<file path="src/design/dscan_pkg.sv">
// ----------------------------------------------------------------------------
// dscan_pkg
// Shared types and scaling constants for the four-digit display scanner.
// ----------------------------------------------------------------------------
package dscan_pkg;

  typedef enum logic [1:0] {
    MODE_LIGHT = 2'd0,
    MODE_TEMP  = 2'd1,
    MODE_ACCEL = 2'd2,
    MODE_KEEP  = 2'd3
  } mode_t;

  typedef enum logic [1:0] {
    POS_THOUSANDS = 2'd0,
    POS_HUNDREDS  = 2'd1,
    POS_TENS      = 2'd2,
    POS_ONES      = 2'd3
  } pos_t;

  typedef logic [3:0] digit_t;

  localparam int unsigned TICK_W  = 10;
  localparam int unsigned VALUE_W = 14;

  localparam logic [TICK_W-1:0]  REFRESH_RESET = 10'd100;
  localparam logic [VALUE_W-1:0] VALUE_MAX     = 14'd9999;

  // light: x * 3300 / 4095 == x * 220 / 273, reciprocal scaled by 2^29
  localparam logic [40:0] LIGHT_MUL   = 41'd432643420;
  localparam int unsigned LIGHT_SHIFT = 29;

  // temperature: raw * 25 / 4
  localparam logic [20:0] TEMP_MUL = 21'd25;

  // acceleration: |3470 * z - 420750| / 255, reciprocal scaled by 2^27
  localparam logic [19:0] ACCEL_SCALE  = 20'd3470;
  localparam logic [19:0] ACCEL_OFFSET = 20'd420750;
  localparam logic [38:0] ACCEL_MUL    = 39'd526345;

  // decimal split reciprocals for values up to 9999
  localparam logic [27:0] DIV1000_MUL = 28'd16778;
  localparam logic [27:0] DIV100_MUL  = 28'd20972;
  localparam logic [27:0] DIV10_MUL   = 28'd26215;

  typedef struct packed {
    logic [11:0] light_q;
    logic [20:0] temp_x25;
    logic [18:0] accel_mag;
    mode_t       mode;
  } scaled_t;

  typedef struct packed {
    logic [VALUE_W-1:0] value;
    logic               pt_th;
    logic               pt_hu;
    logic               keep;
  } latch_t;

  typedef struct packed {
    logic [VALUE_W-1:0] value;
    logic [3:0]         q1000;
    logic [6:0]         q100;
    logic [9:0]         q10;
    logic               pt_th;
    logic               pt_hu;
    logic               keep;
  } quot_t;

  typedef struct packed {
    digit_t [3:0] digits;
    logic         pt_th;
    logic         pt_hu;
    logic         keep;
  } split_t;

endpackage

</file>
<file path="src/design/dscan_in_if.sv">
// ----------------------------------------------------------------------------
// dscan_in_if
// Scan tick channel: display mode and raw sensor readings.
// ----------------------------------------------------------------------------
interface dscan_in_if;
  logic              valid;
  logic              ready;
  dscan_pkg::mode_t  mode;
  logic [11:0]       light_sample;
  logic [15:0]       temperature_raw;
  logic [7:0]        accel_raw;

  modport source (
    output valid, mode, light_sample, temperature_raw, accel_raw,
    input  ready
  );

  modport sink (
    input  valid, mode, light_sample, temperature_raw, accel_raw,
    output ready
  );
endinterface

</file>
<file path="src/design/dscan_out_if.sv">
// ----------------------------------------------------------------------------
// dscan_out_if
// Display channel: digit, position, common lines and decimal point.
// ----------------------------------------------------------------------------
interface dscan_out_if;
  logic       valid;
  logic       ready;
  logic [3:0] digit_value;
  logic [1:0] digit_position;
  logic [3:0] common_lines;
  logic       decimal_point;

  modport source (
    output valid, digit_value, digit_position, common_lines, decimal_point,
    input  ready
  );

  modport sink (
    input  valid, digit_value, digit_position, common_lines, decimal_point,
    output ready
  );
endinterface

</file>
<file path="src/design/multiplexed_four_digit_display_scan.sv">
// A beat passes the input register, s2 to s5 and the output register.
// Throughput: one beat per cycle; the whole pipe stalls only while the
// display beat waits to be taken.
// Reset: synchronous, clears the pipe, tick counter, scan position, shown
// digits and points; refresh_ticks returns to 100.
// ----------------------------------------------------------------------------
// multiplexed_four_digit_display_scan
// Scales the selected sensor reading, splits it into decimal digits and scans
// the four digits with a refresh counter that relatches the shown value.
// ----------------------------------------------------------------------------
module multiplexed_four_digit_display_scan (
  input  logic                          clk,
  input  logic                          rst,
  input  logic                          cfg_we,
  input  logic [dscan_pkg::TICK_W-1:0]  cfg_data,
  dscan_in_if.sink                      sample,
  dscan_out_if.source                   display
);

  logic en;

  // input register
  logic                 s1_valid;
  dscan_pkg::mode_t     s1_mode;
  logic [11:0]          s1_light;
  logic [15:0]          s1_temp;
  logic [7:0]           s1_accel;

  logic                 s2_valid;
  dscan_pkg::scaled_t   s2;
  dscan_pkg::scaled_t   s2_next;
  logic                 s3_valid;
  dscan_pkg::latch_t    s3;
  dscan_pkg::latch_t    s3_next;
  logic                 s4_valid;
  dscan_pkg::quot_t     s4;
  dscan_pkg::quot_t     s4_next;
  logic                 s5_valid;
  dscan_pkg::split_t    s5;
  dscan_pkg::split_t    s5_next;

  logic [40:0]          light_prod;
  logic [19:0]          accel_prod;
  logic [19:0]          accel_diff;
  logic [38:0]          accel_qprod;
  logic [18:0]          temp_val;
  logic [27:0]          p1000;
  logic [27:0]          p100;
  logic [27:0]          p10;
  logic [6:0]           q1000_x10;
  logic [9:0]           q100_x10;
  logic [13:0]          q10_x10;
  logic [6:0]           hu_full;
  logic [9:0]           te_full;
  logic [13:0]          on_full;

  // scan state
  logic [dscan_pkg::TICK_W-1:0] refresh_ticks;
  logic [dscan_pkg::TICK_W-1:0] tick_count;
  logic [dscan_pkg::TICK_W-1:0] tick_count_next;
  logic [1:0]                   position;
  logic [1:0]                   position_next;
  dscan_pkg::digit_t [3:0]      shown;
  dscan_pkg::digit_t [3:0]      shown_next;
  logic                         pt_th;
  logic                         pt_th_next;
  logic                         pt_hu;
  logic                         pt_hu_next;
  logic [dscan_pkg::TICK_W:0]   tick_inc;
  logic                         relatch;
  logic                         step;

  logic                 out_valid;
  logic [3:0]           out_digit;
  logic [3:0]           out_digit_next;
  logic [1:0]           out_pos;
  logic [3:0]           out_common;
  logic [3:0]           out_common_next;
  logic                 out_dp;
  logic                 out_dp_next;

  assign en           = !out_valid || display.ready;
  assign sample.ready = en;
  assign step         = en && s5_valid;

  // stage 1: constant products
  always_comb begin
    light_prod = 41'(s1_light) * dscan_pkg::LIGHT_MUL;
    accel_prod = 20'(s1_accel) * dscan_pkg::ACCEL_SCALE;
    if (accel_prod >= dscan_pkg::ACCEL_OFFSET) begin
      accel_diff = accel_prod - dscan_pkg::ACCEL_OFFSET;
    end else begin
      accel_diff = dscan_pkg::ACCEL_OFFSET - accel_prod;
    end
    s2_next.light_q   = light_prod[dscan_pkg::LIGHT_SHIFT +: 12];
    s2_next.temp_x25  = 21'(s1_temp) * dscan_pkg::TEMP_MUL;
    s2_next.accel_mag = accel_diff[18:0];
    s2_next.mode      = s1_mode;
  end

  // stage 2: divide, saturate, select by mode
  always_comb begin
    accel_qprod = 39'(s2.accel_mag) * dscan_pkg::ACCEL_MUL;
    temp_val    = s2.temp_x25[20:2];
    s3_next     = '0;
    case (s2.mode)
      dscan_pkg::MODE_LIGHT: begin
        s3_next.value = {2'b00, s2.light_q};
      end
      dscan_pkg::MODE_TEMP: begin
        s3_next.value = (temp_val > 19'(dscan_pkg::VALUE_MAX)) ?
                        dscan_pkg::VALUE_MAX : temp_val[13:0];
        s3_next.pt_hu = 1'b1;
      end
      dscan_pkg::MODE_ACCEL: begin
        s3_next.value = {3'b000, accel_qprod[37:27]};
        s3_next.pt_th = 1'b1;
      end
      default: begin
        s3_next.keep = 1'b1;
      end
    endcase
  end

  // stage 3: decimal quotients
  always_comb begin
    p1000 = 28'(s3.value) * dscan_pkg::DIV1000_MUL;
    p100  = 28'(s3.value) * dscan_pkg::DIV100_MUL;
    p10   = 28'(s3.value) * dscan_pkg::DIV10_MUL;
    s4_next.value = s3.value;
    s4_next.q1000 = p1000[27:24];
    s4_next.q100  = p100[27:21];
    s4_next.q10   = p10[27:18];
    s4_next.pt_th = s3.pt_th;
    s4_next.pt_hu = s3.pt_hu;
    s4_next.keep  = s3.keep;
  end

  // stage 4: digits
  always_comb begin
    q1000_x10 = {s4.q1000, 3'b000} + {2'b00, s4.q1000, 1'b0};
    q100_x10  = {s4.q100, 3'b000} + {2'b00, s4.q100, 1'b0};
    q10_x10   = {1'b0, s4.q10, 3'b000} + {3'b000, s4.q10, 1'b0};
    hu_full   = s4.q100 - q1000_x10;
    te_full   = s4.q10 - q100_x10;
    on_full   = s4.value - q10_x10;
    s5_next.digits[dscan_pkg::POS_THOUSANDS] = s4.q1000;
    s5_next.digits[dscan_pkg::POS_HUNDREDS]  = hu_full[3:0];
    s5_next.digits[dscan_pkg::POS_TENS]      = te_full[3:0];
    s5_next.digits[dscan_pkg::POS_ONES]      = on_full[3:0];
    s5_next.pt_th = s4.pt_th;
    s5_next.pt_hu = s4.pt_hu;
    s5_next.keep  = s4.keep;
  end

  // stage 5: refresh counter, latch and scan
  always_comb begin
    tick_inc      = {1'b0, tick_count} + 11'd1;
    relatch       = tick_inc >= {1'b0, refresh_ticks};
    position_next = position + 2'd1;
    shown_next    = shown;
    pt_th_next    = pt_th;
    pt_hu_next    = pt_hu;
    if (relatch) begin
      tick_count_next = '0;
      if (!s5.keep) begin
        shown_next = s5.digits;
        pt_th_next = s5.pt_th;
        pt_hu_next = s5.pt_hu;
      end
    end else begin
      tick_count_next = tick_inc[dscan_pkg::TICK_W-1:0];
    end
    out_digit_next  = shown_next[position_next];
    out_common_next = ~(4'b0001 << position_next);
    case (position_next)
      dscan_pkg::POS_THOUSANDS: out_dp_next = pt_th_next;
      dscan_pkg::POS_HUNDREDS:  out_dp_next = pt_hu_next;
      default:                  out_dp_next = 1'b0;
    endcase
  end

  always_ff @(posedge clk) begin
    if (rst) begin
      refresh_ticks <= dscan_pkg::REFRESH_RESET;
    end else if (cfg_we) begin
      refresh_ticks <= cfg_data;
    end
  end

  always_ff @(posedge clk) begin
    if (rst) begin
      s1_valid  <= 1'b0;
      s2_valid  <= 1'b0;
      s3_valid  <= 1'b0;
      s4_valid  <= 1'b0;
      s5_valid  <= 1'b0;
      out_valid <= 1'b0;
    end else if (en) begin
      s1_valid  <= sample.valid;
      s2_valid  <= s1_valid;
      s3_valid  <= s2_valid;
      s4_valid  <= s3_valid;
      s5_valid  <= s4_valid;
      out_valid <= s5_valid;
    end
  end

  always_ff @(posedge clk) begin
    if (en) begin
      s1_mode  <= sample.mode;
      s1_light <= sample.light_sample;
      s1_temp  <= sample.temperature_raw;
      s1_accel <= sample.accel_raw;
      s2       <= s2_next;
      s3       <= s3_next;
      s4       <= s4_next;
      s5       <= s5_next;
    end
    if (step) begin
      out_digit  <= out_digit_next;
      out_pos    <= position_next;
      out_common <= out_common_next;
      out_dp     <= out_dp_next;
    end
  end

  always_ff @(posedge clk) begin
    if (rst) begin
      tick_count <= '0;
      position   <= '0;
      shown      <= '0;
      pt_th      <= 1'b0;
      pt_hu      <= 1'b0;
    end else if (step) begin
      tick_count <= tick_count_next;
      position   <= position_next;
      shown      <= shown_next;
      pt_th      <= pt_th_next;
      pt_hu      <= pt_hu_next;
    end
  end

  assign display.valid          = out_valid;
  assign display.digit_value    = out_digit;
  assign display.digit_position = out_pos;
  assign display.common_lines   = out_common;
  assign display.decimal_point  = out_dp;

`ifndef ASSERT_OFF
  // scan advances by one position per produced beat
  a_scan_step: assert property (@(posedge clk) disable iff (rst)
    step |=> position == $past(position) + 2'd1)
    else $error("scan position did not advance");

  // shown position tracks the scan register
  a_pos_track: assert property (@(posedge clk) disable iff (rst)
    step |=> display.digit_position == position)
    else $error("display position out of step with scan");

  a_digit_range: assert property (@(posedge clk) disable iff (rst)
    display.valid |-> display.digit_value <= 4'd9)
    else $error("digit out of decimal range");

  a_common_onehot: assert property (@(posedge clk) disable iff (rst)
    display.valid |-> display.common_lines == ~(4'b0001 << display.digit_position))
    else $error("common lines do not match position");

  a_no_low_point: assert property (@(posedge clk) disable iff (rst)
    (display.valid && display.digit_position[1]) |-> !display.decimal_point)
    else $error("decimal point lit at tens or ones");
`endif

endmodule

</file>
<file path="src/flat_wrapper.sv">
// flat-port wrapper written by rule: the top's interface ports become plain ports
module multiplexed_four_digit_display_scan_flat 
  (clk, rst, cfg_we, cfg_data, sample_valid, sample_mode, sample_light_sample, sample_temperature_raw, sample_accel_raw, sample_ready, display_valid, display_digit_value, display_digit_position, display_common_lines, display_decimal_point, display_ready);
  dscan_in_if sample_i ();
  dscan_out_if display_i ();
  input  logic clk;
  input  logic rst;
  input  logic cfg_we;
  input  logic [dscan_pkg::TICK_W-1:0] cfg_data;
  input wire logic [$bits(sample_i.valid)-1:0] sample_valid;
  input wire logic [$bits(sample_i.mode)-1:0] sample_mode;
  input wire logic [$bits(sample_i.light_sample)-1:0] sample_light_sample;
  input wire logic [$bits(sample_i.temperature_raw)-1:0] sample_temperature_raw;
  input wire logic [$bits(sample_i.accel_raw)-1:0] sample_accel_raw;
  output wire logic [$bits(sample_i.ready)-1:0] sample_ready;
  output wire logic [$bits(display_i.valid)-1:0] display_valid;
  output wire logic [$bits(display_i.digit_value)-1:0] display_digit_value;
  output wire logic [$bits(display_i.digit_position)-1:0] display_digit_position;
  output wire logic [$bits(display_i.common_lines)-1:0] display_common_lines;
  output wire logic [$bits(display_i.decimal_point)-1:0] display_decimal_point;
  input wire logic [$bits(display_i.ready)-1:0] display_ready;
  assign sample_i.valid = sample_valid;
  assign sample_i.mode = sample_mode;
  assign sample_i.light_sample = sample_light_sample;
  assign sample_i.temperature_raw = sample_temperature_raw;
  assign sample_i.accel_raw = sample_accel_raw;
  assign sample_ready = sample_i.ready;
  assign display_valid = display_i.valid;
  assign display_digit_value = display_i.digit_value;
  assign display_digit_position = display_i.digit_position;
  assign display_common_lines = display_i.common_lines;
  assign display_decimal_point = display_i.decimal_point;
  assign display_i.ready = display_ready;
  multiplexed_four_digit_display_scan u_core (.clk(clk), .rst(rst), .cfg_we(cfg_we), .cfg_data(cfg_data), .sample(sample_i), .display(display_i));
endmodule
</file>
<file path="config.mk">
export PLATFORM = sky130hd
export DESIGN_NAME = multiplexed_four_digit_display_scan_flat
export DESIGN_NICKNAME = d
export VERILOG_FILES = /design/src/design/dscan_pkg.sv /design/src/design/dscan_in_if.sv /design/src/design/dscan_out_if.sv /design/src/design/multiplexed_four_digit_display_scan.sv /design/src/flat_wrapper.sv
export SDC_FILE = /design/constraint.sdc
export NUM_CORES = 1
export LEC_CHECK = 0
export BUFFER_PORTS_ARGS = -buffer_cell sky130_fd_sc_hd__buf_2
export CELL_PAD_IN_SITES_DETAIL_PLACEMENT = 2
export CELL_PAD_IN_SITES_GLOBAL_PLACEMENT = 2
export CORE_MARGIN = 2
export CORE_UTILIZATION = 47
export CTS_CLUSTER_DIAMETER = 60
export CTS_CLUSTER_SIZE = 10
export DETAILED_ROUTE_END_ITERATION = 8
export PLACE_DENSITY = 0.85
export SYNTH_ARGS = -nofsm -noshare
export SYNTH_HDL_FRONTEND = slang
export SYNTH_SLANG_ARGS = --single-unit
</file>
<file path="constraint.sdc">
create_clock -name clk -period 11.8 [get_ports clk]
set_input_delay 0.59 -clock clk [delete_from_list [all_inputs] [get_ports clk]]
set_output_delay 0.59 -clock clk [all_outputs]
set_load 0.01 [all_outputs]
</file>
==> run metrics <==
status complete, no violations; Crit-path slowest cell fa_1; slew margin rel. 31.8%; clk_lat worst skew 580 ps; hpwl dp 66,600 um; Slew Limit Fails 0; Reg2Reg Depth 19; Worst-path clk slew 60 ps; CTS Buf Count 28; num rows 85; EDFF count, synth 155; Min-Delay Path Depth 1; DRT iter0 DRCs 797; DRT Pass-1 Iters 7; total gr overflow 0; initial antenna violation count 0; width of the die 237 um; Levels on crit path 19; largest net degree at the start of global routing 84; CTS tree yes; Via density 5.68; WP buf/inv 4; share of cells above drive strength 1 5.56%; min-delay worst type input pin to register; predominant post-synthesis flop cell edfxtp_1; cts repair resizes 0; fin crit period 6450 ps; RR Startpoint u_core.s1_light[9]$_DFFE_PN_; WS Path Type register to register; n_diodes 0; port bufs 65; critical path's top delay family adder cells; io pins 66; Synth Instances 2,450; r2r endpoint u_core.s2[53]$_DFFE_PN_; crit path cell chain fa_1, inv_1, fa_1, inv_1, fa_1, inv_1, fa_1, inv_1, fa_1, ha_1, a21oi_1, o21ai_0, a221oi_1, o211ai_1, a31oi_1, o21ai_0, and3_1, o41ai_1, xnor2_1; Max Cap Viol 0; Num Clock Sinks 201; setup violators final 0; synthesized area 25,600 sq um; Starting Density 47.6%; end of the critical path u_core.s2[53]$_DFFE_PN_; DIE AREA 56,400 sq um; post-synthesis cell type count 79; Yosys reg bits 201; Core ar. 53,800 sq um; GRT Total Usage 31.6%; DRC 0; Routed WL 86,300 um; startpoint types register; H-tree depth 1; Mapped Nets 3,350; clk buf depth 3; asr flop ratio synth 0%; CP Data Required Time 12,120 ps; synthesis warning total 0; average size of a mapped cell 10.5 sq um; # nets final 3,432; worst-path fanout max 6; vias in the first global route 22,612; routed len/inst 26.6 um; Filler cells 5,458; CTS root buffer clkbuf_16; Post-CTS Setup Inserts 0; DR vias 18,452; CP dominant cell by count fa_1; Hold-fix buffers, CTS 0; CP startpoint u_core.s1_light[9]$_DFFE_PN_; routability cong. 0.907; Tcrit/Tclk final 54.6%; final setup TNS 0 ps; Least-Margin Pin Slew 1020 ps; worst clock skew 16.4 ps; Routed Antenna Nets 0; final hold vios 0; Area growth syn-to-layout 7.94%; reg2reg setup slack 5350 ps; slowest stage delay, CP 590 ps; first-pass GRT wire length 135,000 um; RSZ-0062 raised after global routing no; Worst EP arrival 6760 ps; Seq/Total Area, Yosys 21.8%; Die Ht 237 um; highest achievable clock rate 155 MHz; Worst Setup End Kind register
synth_stat cells, drive strengths merged, types with 14 or more instances:
cell,instances,area [sq um]
nand3,30,150
xnor2,74,648
o21ai,48,244
a21o,36,270
nand2,120,450
ha,565,7070
nor2,80,324
o211ai,17,138
fa,282,5650
mux2i,23,230
and3,22,138
xor2,30,270
edfxtp,155,4650
dfxtp,46,921
nor2b,14,87.6
inv,605,2270
nor3,17,85.1
a21oi,95,479
worst min path at each step:
stage	endpoint	from	slack, ps
2_1_floorplan	u_core.s2[0]$_DFFE_PN_	u_core.s1_mode[0]$_DFFE_PN_	400
3_3_place_gp	u_core.s2[1]$_DFFE_PN_	u_core.s1_mode[1]$_DFFE_PN_	410
4_1_cts	u_core.s1_temp[3]$_DFFE_PN_	sample_temperature_raw[3]	160
6_report	u_core.s1_temp[15]$_DFFE_PN_	sample_temperature_raw[15]	190
5_1_grt	u_core.s1_accel[1]$_DFFE_PN_	sample_accel_raw[1]	170
3_5_place_dp	u_core.s2[1]$_DFFE_PN_	u_core.s1_mode[1]$_DFFE_PN_	410
metrics by stage:
step,hold WS (ps),setup slack (ps),instance area [sq um],utilization [%],instances
after floorplan,400,6240,25600,-,2450
after global placement,408,5860,26800,49.8,3198
after detailed placement,409,5510,26800,49.8,3198
after CTS,163,5370,27700,51.4,3249
after global routing,171,5090,27700,51.4,3249
final,188,5350,27700,51.4,3249
worst reg2reg max path, stage by stage, from the launching register on:
cell      delay [ps]
edfxtp_1         510
fa_1             590
inv_1             80
fa_1             560
inv_1             90
fa_1             550
inv_1             60
fa_1             540
inv_1             70
fa_1             520
ha_1             370
a21oi_1          170
o21ai_0           90
a221oi_1         310
o211ai_1         130
a31oi_1          420
o21ai_0          350
and3_1           280
o41ai_1          380
xnor2_1          120
cell families after synthesis:
kind of cell	count (synthesis)	share of synthesized area, %
adder cells (fa/ha/maj)	847	49.6
buffers and inverters	625	9.20
AND/OR/NAND/NOR	342	6.38
AO/OA/AOI/OAI	299	7.80
flip-flops	201	21.8
XOR/XNOR	104	3.58
multiplexers	32	1.65
layout make-up:
type	count	area, sq um	share of cell area [%]
Multi-Input combinational cell	1624	17700	64.0
Timing Repair Buffer	71	370	1.34
Sequential cell	201	5580	20.2
Clock inverter	8	62.6	0.226
Tap cell	696	871	3.15
Clock buffer	43	808	2.92
Inverter	606	2280	8.24
sequential cells by signal (all words and copies together) (netlist names), 2 cells and up:
register and count:
u_core.s2 51, u_core.s3 17, u_core.s1_temp 16, u_core.s4 19
u_core.shown 16, u_core.display.digit_position 2, u_core.s1_accel 8, u_core.refresh_ticks 10
u_core.position 2, u_core.s5 19, u_core.s1_light 12, u_core.display.common_lines 4
u_core.s1_mode 2, u_core.tick_count 10, u_core.display.digit_value 4
cells in the final DEF (no fill, tap or decap), drive strengths merged, types with 7 or more instances in the layout:
master / n
a31oi: 7
o211ai: 17
a21oi: 95
o21a: 7
buf: 71
o21ai: 48
mux2i: 23
and2: 8
and3: 22
fa: 282
nor2b: 14
a211oi: 8
mux4: 8
nor3: 17
inv: 608
dfxtp: 46
o21bai: 10
xor2: 30
nor2: 80
nand4: 11
a21o: 36
clkbuf: 43
nand3: 30
or2: 10
ha: 565
nand3b: 8
o31ai: 10
edfxtp: 155
xnor2: 74
nand2: 120
per-layer routing:
layer,vias to the layer above,track usage (%),routed length [um]
met1,9596,34.5,32800
met5,-,0,0
li1,8253,-,-
met4,0,13.3,4020
met2,375,62.0,47600
met3,228,2.60,1860
Power is left out: the tool's default activity adds up to more than one toggle a clock period on the data nets, which glitch-free logic cannot reach.
